<file path="src/rtl/dlp_pkg.sv">
// Shared types and constants for the descriptor loop parser.
package dlp_pkg;

  localparam logic [7:0] HdrNibbleMask = 8'h0F;

  typedef enum logic [2:0] {
    PH_OUTSIDE = 3'd0,
    PH_HDR_LO  = 3'd1,
    PH_TAG     = 3'd2,
    PH_LEN     = 3'd3,
    PH_BODY    = 3'd4,
    PH_IGNORE  = 3'd5
  } phase_e;

  typedef enum logic [2:0] {
    ROLE_HDR_HI = 3'd0,
    ROLE_HDR_LO = 3'd1,
    ROLE_TAG    = 3'd2,
    ROLE_LEN    = 3'd3,
    ROLE_BODY   = 3'd4,
    ROLE_OUT    = 3'd5
  } role_e;

  typedef enum logic [1:0] {
    ST_OK        = 2'd0,
    ST_OVERRUN   = 2'd1,
    ST_TRUNCATED = 2'd2
  } status_e;

  typedef struct packed {
    role_e       byte_role;
    logic [7:0]  current_tag;
    logic [7:0]  current_length;
    logic [7:0]  body_offset;
    logic [7:0]  byte_value;
    logic [11:0] loop_length;
    logic        end_of_descriptor;
    logic        end_of_loop;
    status_e     status;
  } result_t;

endpackage

</file>
<file path="src/rtl/dlp_in_reg.sv">
// Input register stage: captures one byte transaction at a time.
module dlp_in_reg (
  input  logic       clk_i,
  input  logic       rst_ni,
  input  logic       in_valid_i,
  output logic       in_stall_o,
  input  logic [7:0] data_byte_i,
  input  logic       loop_start_i,
  input  logic       advance_i,
  output logic       valid_o,
  output logic [7:0] data_byte_o,
  output logic       loop_start_o
);
  logic       valid_q;
  logic [7:0] data_q;
  logic       start_q;
  logic       ready;

  // The stage is free when empty or when its content moves on this cycle.
  assign ready      = !valid_q || advance_i;
  assign in_stall_o = !ready;

  always_ff @(posedge clk_i or negedge rst_ni) begin
    if (!rst_ni) begin
      valid_q <= 1'b0;
    end else if (ready) begin
      valid_q <= in_valid_i;
    end
  end

  always_ff @(posedge clk_i) begin
    if (ready && in_valid_i) begin
      data_q  <= data_byte_i;
      start_q <= loop_start_i;
    end
  end

  assign valid_o      = valid_q;
  assign data_byte_o  = data_q;
  assign loop_start_o = start_q;
endmodule

</file>
<file path="src/rtl/dlp_parse.sv">
// Parse state and the per-byte classification logic.
module dlp_parse (
  input  logic             clk_i,
  input  logic             rst_ni,
  input  logic             step_i,
  input  logic [7:0]       data_byte_i,
  input  logic             loop_start_i,
  output dlp_pkg::result_t res_o
);
  import dlp_pkg::*;

  phase_e      phase_q, phase_d;
  logic [11:0] left_q, left_d;
  logic [11:0] total_q, total_d;
  logic [7:0]  tag_q, tag_d;
  logic [7:0]  len_q, len_d;
  logic [7:0]  count_q, count_d;
  logic [3:0]  nib_q, nib_d;
  logic [11:0] left_dec;
  logic [7:0]  count_inc;
  result_t     res;

  assign left_dec  = left_q - 12'd1;
  assign count_inc = count_q + 8'd1;

  always_comb begin
    phase_d = phase_q;
    left_d  = left_q;
    total_d = total_q;
    tag_d   = tag_q;
    len_d   = len_q;
    count_d = count_q;
    nib_d   = nib_q;
    res     = '0;
    res.byte_role  = ROLE_OUT;
    res.status     = ST_OK;
    res.byte_value = data_byte_i;
    if (loop_start_i) begin
      if (phase_q == PH_HDR_LO || phase_q == PH_TAG || phase_q == PH_LEN ||
          phase_q == PH_BODY) begin
        res.status = ST_TRUNCATED;
      end
      nib_d   = 4'(data_byte_i & HdrNibbleMask);
      tag_d   = '0;
      len_d   = '0;
      count_d = '0;
      left_d  = '0;
      total_d = '0;
      phase_d = PH_HDR_LO;
      res.byte_role = ROLE_HDR_HI;
    end else begin
      case (phase_q)
        PH_HDR_LO: begin
          total_d = {nib_q, data_byte_i};
          left_d  = {nib_q, data_byte_i};
          res.byte_role   = ROLE_HDR_LO;
          res.loop_length = {nib_q, data_byte_i};
          if ({nib_q, data_byte_i} == 12'd0) begin
            res.end_of_loop = 1'b1;
            phase_d = PH_OUTSIDE;
          end else begin
            phase_d = PH_TAG;
          end
        end
        PH_TAG: begin
          tag_d  = data_byte_i;
          left_d = left_dec;
          res.byte_role   = ROLE_TAG;
          res.current_tag = data_byte_i;
          res.loop_length = total_q;
          // A tag that uses up the loop has no room for its length byte.
          if (left_dec == 12'd0) begin
            res.status = ST_OVERRUN;
            phase_d = PH_IGNORE;
          end else begin
            phase_d = PH_LEN;
          end
        end
        PH_LEN: begin
          len_d   = data_byte_i;
          left_d  = left_dec;
          count_d = '0;
          res.byte_role      = ROLE_LEN;
          res.current_tag    = tag_q;
          res.current_length = data_byte_i;
          res.loop_length    = total_q;
          if ({4'd0, data_byte_i} > left_dec) begin
            res.status = ST_OVERRUN;
            phase_d = PH_IGNORE;
          end else if (data_byte_i == 8'd0) begin
            res.end_of_descriptor = 1'b1;
            if (left_dec == 12'd0) begin
              res.end_of_loop = 1'b1;
              phase_d = PH_OUTSIDE;
            end else begin
              phase_d = PH_TAG;
            end
          end else begin
            phase_d = PH_BODY;
          end
        end
        PH_BODY: begin
          left_d  = left_dec;
          count_d = count_inc;
          res.byte_role      = ROLE_BODY;
          res.current_tag    = tag_q;
          res.current_length = len_q;
          res.body_offset    = count_q;
          res.loop_length    = total_q;
          if (count_inc == len_q) begin
            res.end_of_descriptor = 1'b1;
            if (left_dec == 12'd0) begin
              res.end_of_loop = 1'b1;
              phase_d = PH_OUTSIDE;
            end else begin
              phase_d = PH_TAG;
            end
          end
        end
        default: begin
          res.byte_role = ROLE_OUT;
        end
      endcase
    end
  end

  always_ff @(posedge clk_i or negedge rst_ni) begin
    if (!rst_ni) begin
      phase_q <= PH_OUTSIDE;
      left_q  <= '0;
      total_q <= '0;
      tag_q   <= '0;
      len_q   <= '0;
      count_q <= '0;
      nib_q   <= '0;
    end else if (step_i) begin
      phase_q <= phase_d;
      left_q  <= left_d;
      total_q <= total_d;
      tag_q   <= tag_d;
      len_q   <= len_d;
      count_q <= count_d;
      nib_q   <= nib_d;
    end
  end

  assign res_o = res;

  a_start_opens_header: assert property (@(posedge clk_i) disable iff (!rst_ni)
    step_i && loop_start_i |=> phase_q == PH_HDR_LO)
    else $error("start transaction did not open a loop header");

  a_body_has_length: assert property (@(posedge clk_i) disable iff (!rst_ni)
    phase_q == PH_BODY |-> len_q != 8'd0 && count_q < len_q)
    else $error("body phase with an exhausted or empty descriptor");

  a_body_fits_loop: assert property (@(posedge clk_i) disable iff (!rst_ni)
    phase_q == PH_BODY |-> left_q != 12'd0)
    else $error("body phase with no loop bytes left");

  a_eol_clean: assert property (@(posedge clk_i) disable iff (!rst_ni)
    step_i && res.end_of_loop |-> res.status == ST_OK && phase_d == PH_OUTSIDE)
    else $error("loop end flagged with an error or without closing the loop");
endmodule

</file>
<file path="src/rtl/dlp_out_reg.sv">
// Result register: holds one finished result until the consumer takes it.
module dlp_out_reg (
  input  logic             clk_i,
  input  logic             rst_ni,
  input  logic             valid_i,
  input  dlp_pkg::result_t res_i,
  output logic             advance_o,
  output logic             out_valid_o,
  input  logic             out_stall_i,
  output dlp_pkg::result_t res_o
);
  import dlp_pkg::*;

  logic    valid_q;
  result_t res_q;
  logic    ready;

  assign ready     = !valid_q || !out_stall_i;
  assign advance_o = ready && valid_i;

  always_ff @(posedge clk_i or negedge rst_ni) begin
    if (!rst_ni) begin
      valid_q <= 1'b0;
    end else if (ready) begin
      valid_q <= valid_i;
    end
  end

  always_ff @(posedge clk_i) begin
    if (advance_o) begin
      res_q <= res_i;
    end
  end

  assign out_valid_o = valid_q;
  assign res_o       = res_q;
endmodule

</file>
<file path="src/rtl/descriptor_loop_parser.sv">
// Top level of the descriptor loop parser.
//
//   channel  direction  handshake                 payload
//   input    in         in_valid_i / in_stall_o   data_byte_i, loop_start_i
//   output   out        out_valid_o / out_stall_i byte_role_o ... status_o
//
// One byte per cycle sustained while the output does not stall. A byte accepted
// into the input register is labeled and written into the result register once
// that register can take it, so its result passes through both registers.
// The parse state advances as a byte moves from the input register into the
// result register, so the loop state update sets the byte rate.
// Reset empties both registers and returns the parser to outside any loop.
// A stall on the output holds the result and keeps the input register from
// draining: in_stall_o rises in that same cycle when the input register holds
// a byte, and an empty input register first takes one more byte.
module descriptor_loop_parser (
  input  logic        clk_i,
  input  logic        rst_ni,
  input  logic        in_valid_i,
  output logic        in_stall_o,
  input  logic [7:0]  data_byte_i,
  input  logic        loop_start_i,
  output logic        out_valid_o,
  input  logic        out_stall_i,
  output logic [2:0]  byte_role_o,
  output logic [7:0]  current_tag_o,
  output logic [7:0]  current_length_o,
  output logic [7:0]  body_offset_o,
  output logic [7:0]  byte_value_o,
  output logic [11:0] loop_length_o,
  output logic        end_of_descriptor_o,
  output logic        end_of_loop_o,
  output logic [1:0]  status_o
);
  import dlp_pkg::*;

  logic       s1_valid;
  logic [7:0] s1_data;
  logic       s1_start;
  logic       advance;
  result_t    res_comb;
  result_t    res_q;

  dlp_in_reg u_in_reg (
    .clk_i        (clk_i),
    .rst_ni       (rst_ni),
    .in_valid_i   (in_valid_i),
    .in_stall_o   (in_stall_o),
    .data_byte_i  (data_byte_i),
    .loop_start_i (loop_start_i),
    .advance_i    (advance),
    .valid_o      (s1_valid),
    .data_byte_o  (s1_data),
    .loop_start_o (s1_start)
  );

  dlp_parse u_parse (
    .clk_i        (clk_i),
    .rst_ni       (rst_ni),
    .step_i       (advance),
    .data_byte_i  (s1_data),
    .loop_start_i (s1_start),
    .res_o        (res_comb)
  );

  dlp_out_reg u_out_reg (
    .clk_i       (clk_i),
    .rst_ni      (rst_ni),
    .valid_i     (s1_valid),
    .res_i       (res_comb),
    .advance_o   (advance),
    .out_valid_o (out_valid_o),
    .out_stall_i (out_stall_i),
    .res_o       (res_q)
  );

  assign byte_role_o         = res_q.byte_role;
  assign current_tag_o       = res_q.current_tag;
  assign current_length_o    = res_q.current_length;
  assign body_offset_o       = res_q.body_offset;
  assign byte_value_o        = res_q.byte_value;
  assign loop_length_o       = res_q.loop_length;
  assign end_of_descriptor_o = res_q.end_of_descriptor;
  assign end_of_loop_o       = res_q.end_of_loop;
  assign status_o            = res_q.status;
endmodule

</file>
<file path="config.mk">
export PLATFORM = sky130hd
export DESIGN_NAME = descriptor_loop_parser
export DESIGN_NICKNAME = d
export VERILOG_FILES = /design/src/rtl/dlp_pkg.sv /design/src/rtl/dlp_in_reg.sv /design/src/rtl/dlp_parse.sv /design/src/rtl/dlp_out_reg.sv /design/src/rtl/descriptor_loop_parser.sv
export SDC_FILE = /design/constraint.sdc
export NUM_CORES = 1
export LEC_CHECK = 0
export ABC_AREA = 1
export BUFFER_PORTS_ARGS = -buffer_cell sky130_fd_sc_hd__buf_2
export CAP_MARGIN = 30
export CORE_ASPECT_RATIO = 1.25
export CORE_MARGIN = 10
export CORE_UTILIZATION = 52
export CTS_CLUSTER_SIZE = 28
export DETAILED_ROUTE_END_ITERATION = 8
export PLACE_DENSITY_LB_ADDON = 0.05
export SLEW_MARGIN = 20
export SYNTH_ARGS = -nofsm -noshare
export SYNTH_HDL_FRONTEND = slang
export SYNTH_SLANG_ARGS = --single-unit
</file>
<file path="constraint.sdc">
create_clock -name clk_i -period 4.5 [get_ports clk_i]
set_input_delay 0.9 -clock clk_i [delete_from_list [all_inputs] [get_ports clk_i]]
set_output_delay 0.9 -clock clk_i [all_outputs]
set_load 0.005 [all_outputs]
</file>
==> results.py <==
metrics = {
    "status": {
        "status": "completed",
    },
    "worst_setup_path": {
        "critPathKind": "reg -> reg",
        "cp.arrival_ps": 2980,
        "rrSetupSlack_ps": 1780,
        "end_kind": "flop",
        "worstPathCellList": "inv_1 > ha_1 > inv_1 > nor2_1 > nand2_1 > nand2_1 > nand2_1 > inv_1 > ha_1 > and3_1 > nand2_1 > nand3b_1 > nand2_1 > nand4_1 > nand3_1 > nand3_1 > nand2_1 > nand2_1 > a21oi_1",
        "slowest_stage": "dfrtp_1",
        "cp-start-kind": "flop",
        "cp.required_ps": 4760,
        "crit_path_max_fanout": 5,
        "crit_top_cell": "nand2_1",
        "cpPeakStageDelay_ps": 400,
    },
    "finish": {
        "final_util_pct": 63.56,
        "diodes": 0,
        "fin_nets": 678,
        "ff_latch_area_sq_um": 3228,
        "drive_gt1_share_pct": 17.31,
        "n_fill_cell": 872,
        "multi_input_area_sq_um": 1848,
        "area_growth_pct": 18.68,
        "fin_area_sq_um": 6456,
    },
    "power_and_ir_drop": {
        "power.density_nw_per_um2": 647.5,
        "leakage_nw": 2.885,
        "ir_worst_vdd_v": 0.0003542,
    },
    "cts": {
        "postCtsSetupBuffers": 0,
        "clock_latency_ps": 400,
        "cts_sinks": 117,
        "clk_pin_slew_ps": 50,
        "cts_tree": "yes",
        "cts-root-buf": "clkbuf_16",
        "cts-resized-gates": 0,
        "hold_buffers": 0,
        "clk_path_buf_depth": 2,
        "cts_max_level": 4,
        "numCtsBuffers": 17,
    },
    "yosys": {
        "yosys.area.top_type": "edfxtp_1",
        "synth_cell_types": 36,
        "avgSynthCellArea_sq_um": 9.347,
        "yosys.area.top_type_share_pct": 33.12,
        "synth.area.top_cells": "edfxtp_1 (33%), dfrtp_1 (26%), nand2_1 (6.7%)",
        "synthesis.area_sq_um": 5440,
        "ys_seq_area_share_pct": 59.34,
        "ys_ff_latch": 117,
        "synth_nets": 603,
        "yosysWarnings": 0,
        "syn_inst": 582,
    },
    "grt": {
        "grt_pass1_wl_um": 21960,
        "antenna_found_initial": 0,
        "gr-total-overflow": 0,
        "first_global_vias": 4421,
        "track_usage_pct": 18.13,
        "grt_max_degree": 39,
    },
    "die": {
        "fp.dieH_um": 134.4,
        "fp.coreArea_sq_um": 10160,
        "num_rows": 41,
        "die_w_um": 111.5,
        "die_area_sq_um": 14980,
        "ios": 66,
        "initial_core_util_pct": 53.56,
    },
    "place": {
        "dp_hpwl_um": 9614,
        "portBuffers": 65,
        "post-place-ws_ps": 1522,
        "place_area_sq_um": 5904,
        "gp_congestion": 0.9061,
    },
    "timing": {
        "setup_viol": 0,
        "finalHoldViolations": 0,
        "final.setup.tns_ps": 0,
        "whs_ps": 485.0,
        "skew_ps": 5.629,
        "fin_ws_ps": 1782,
        "tightest_slew_ps": 677.3,
        "maxSlewViolCount": 0,
        "relSlewSlack_pct": 54.79,
        "max_freq_mhz": 367.9,
        "rsz0062_at_grt": "false",
        "final.min_clock_period_ps": 2718,
        "fin_crit_sh_pct": 60.40,
    },
    "route": {
        "detail-route-antenna-nets": 0,
        "drt-wirelength-per-cell_um": 16.67,
        "routed_wl_um": 13320,
        "viasPerCell": 5.483,
        "via_count": 4381,
        "drtIter0Drc": 287,
        "drc_errors": 0,
        "dr.pass1.iters": 5,
    },
    "flow_run": {
        "maxCapViolations": 0,
    },
    "hold_path": {
        "hp-class": "reg -> reg",
    },
}
==> power breakdown <==
group | internal (mW) | leakage [nW] | total (mW) | switching, mW
Clock | 0.777 | 0.270 | 1.23 | 0.453
Combinational | 0.450 | 1.31 | 1.37 | 0.918
Sequential | 1.42 | 1.31 | 1.58 | 0.163
Total | 2.65 | 2.89 | 4.18 | 1.53
==> cell families (layout without fill, tap and decap cells) <==
logic type | count (synthesis) | in the layout | share of synthesized area, %
and+or+nand+nor | 236 | 236 | 18.42
AOI/OAI and AO/OA | 117 | 117 | 12.44
DFF | 117 | 117 | 59.34
buffers and inverters | 97 | 185 | 6.830
adders and majority gates | 8 | 8 | 1.840
xor gates and xnor gates | 7 | 7 | 1.127
==> per-layer routing <==
metal | vias to the layer above | track usage [%] | part of all wire, %
li1 | 2104 | - | -
met1 | 2102 | 19.97 | 40
met2 | 150 | 31.96 | 52
met3 | 25 | 4.953 | 5.6
met4 | 0 | 7.868 | 2.2
met5 | - | 0 | 0
==> cell type report <==
| class | count | share of cell area [%] |
|---|---|---|
| clock buffers | 21 | 7.132 |
| flip-flops and latches | 117 | 50.00 |
| clock inverters | 11 | 1.298 |
| multi-input cells | 368 | 28.62 |
| repair buffers | 70 | 5.620 |
| inverters | 83 | 4.826 |
| well taps | 129 | 2.500 |
==> flip-flops by register name, indices dropped and copies added (netlist names) <==
register / cells
u_out_reg.res_o: 51
u_parse.left_q: 12
u_parse.total_q: 12
u_in_reg.data_byte_o: 8
u_parse.count_q: 8
u_parse.len_q: 8
u_parse.tag_q: 8
u_parse.nib_q: 4
u_parse.phase_q: 3
u_in_reg.loop_start_o: 1
u_in_reg.valid_o: 1
u_out_reg.out_valid_o: 1
==> final timing paths <==
kind	from	end	cells after the start
worst max-delay path	u_parse.left_q[0]	u_out_reg.res_o[2]	19
worst min-delay path	u_parse.len_q[2]	u_parse.len_q[2]	2
worst max register to register	u_parse.left_q[0]	u_out_reg.res_o[2]	19
worst min register to register	u_parse.len_q[2]	u_parse.len_q[2]	2
max in group asynchronous	rst_ni	u_parse.len_q[1]	2
min in group asynchronous	rst_ni	u_parse.tag_q[7]	1
==> cells in the mapped netlist, drive strengths merged <==
| master | instances |
|---|---|
| a21boi | 1 |
| a21oi | 30 |
| a22oi | 12 |
| and2 | 1 |
| and3 | 1 |
| buf | 5 |
| clkbuf | 9 |
| dfrtp | 57 |
| edfxtp | 60 |
| ha | 8 |
| inv | 83 |
| nand2 | 99 |
| nand3 | 33 |
| nand3b | 1 |
| nand4 | 6 |
| nor2 | 90 |
| nor3 | 4 |
| nor4 | 1 |
| o21ai | 50 |
| o21bai | 1 |
| o22ai | 18 |
| o2bb2ai | 1 |
| o32ai | 4 |
| xnor2 | 2 |
| xor2 | 5 |
==> worst max-delay path, delay by kind of cell, from the launching register on <==
family / cells / cell delay [ps]
and+or+nand+nor: 13 / 1350
adders and majority gates: 2 / 430
DFF: 1 / 400
buffers and inverters: 3 / 280
AOI/OAI and AO/OA: 1 / 120
==> placed cells by master, fill, tap and decap left out, types with 2 or more instances in the layout <==
master      Yosys  routed
o22ai_1        18      18
a21oi_1        28      28
clkbuf_16       0      17
ha_1            8       8
nor3_1          3       3
edfxtp_1       60      60
buf_4           1       5
clkinvlp_4      0       2
buf_2           3      65
nor2_4          1       2
nor2_2          6       6
nor2_1         83      82
nand2_1        97      97
nand3_1        33      33
o21ai_1         4       4
xor2_1          5       5
nand4_1         6       6
xnor2_1         2       2
inv_1          79      79
clkbuf_8        0       2
inv_2           4       4
o32ai_1         4       4
a22oi_1        12      12
o21ai_0        46      46
clkbuf_1        9       2
dfrtp_1        57      57
clkinv_2        0       7
==> stage by stage <==
step,cells,power (mW)
final,799,4.180
after CTS,798,4.193
after global routing,799,4.468
after floorplan,582,2.552
after global placement,766,2.922
after detailed placement,766,2.959
(Power assumes the default switching activity.)
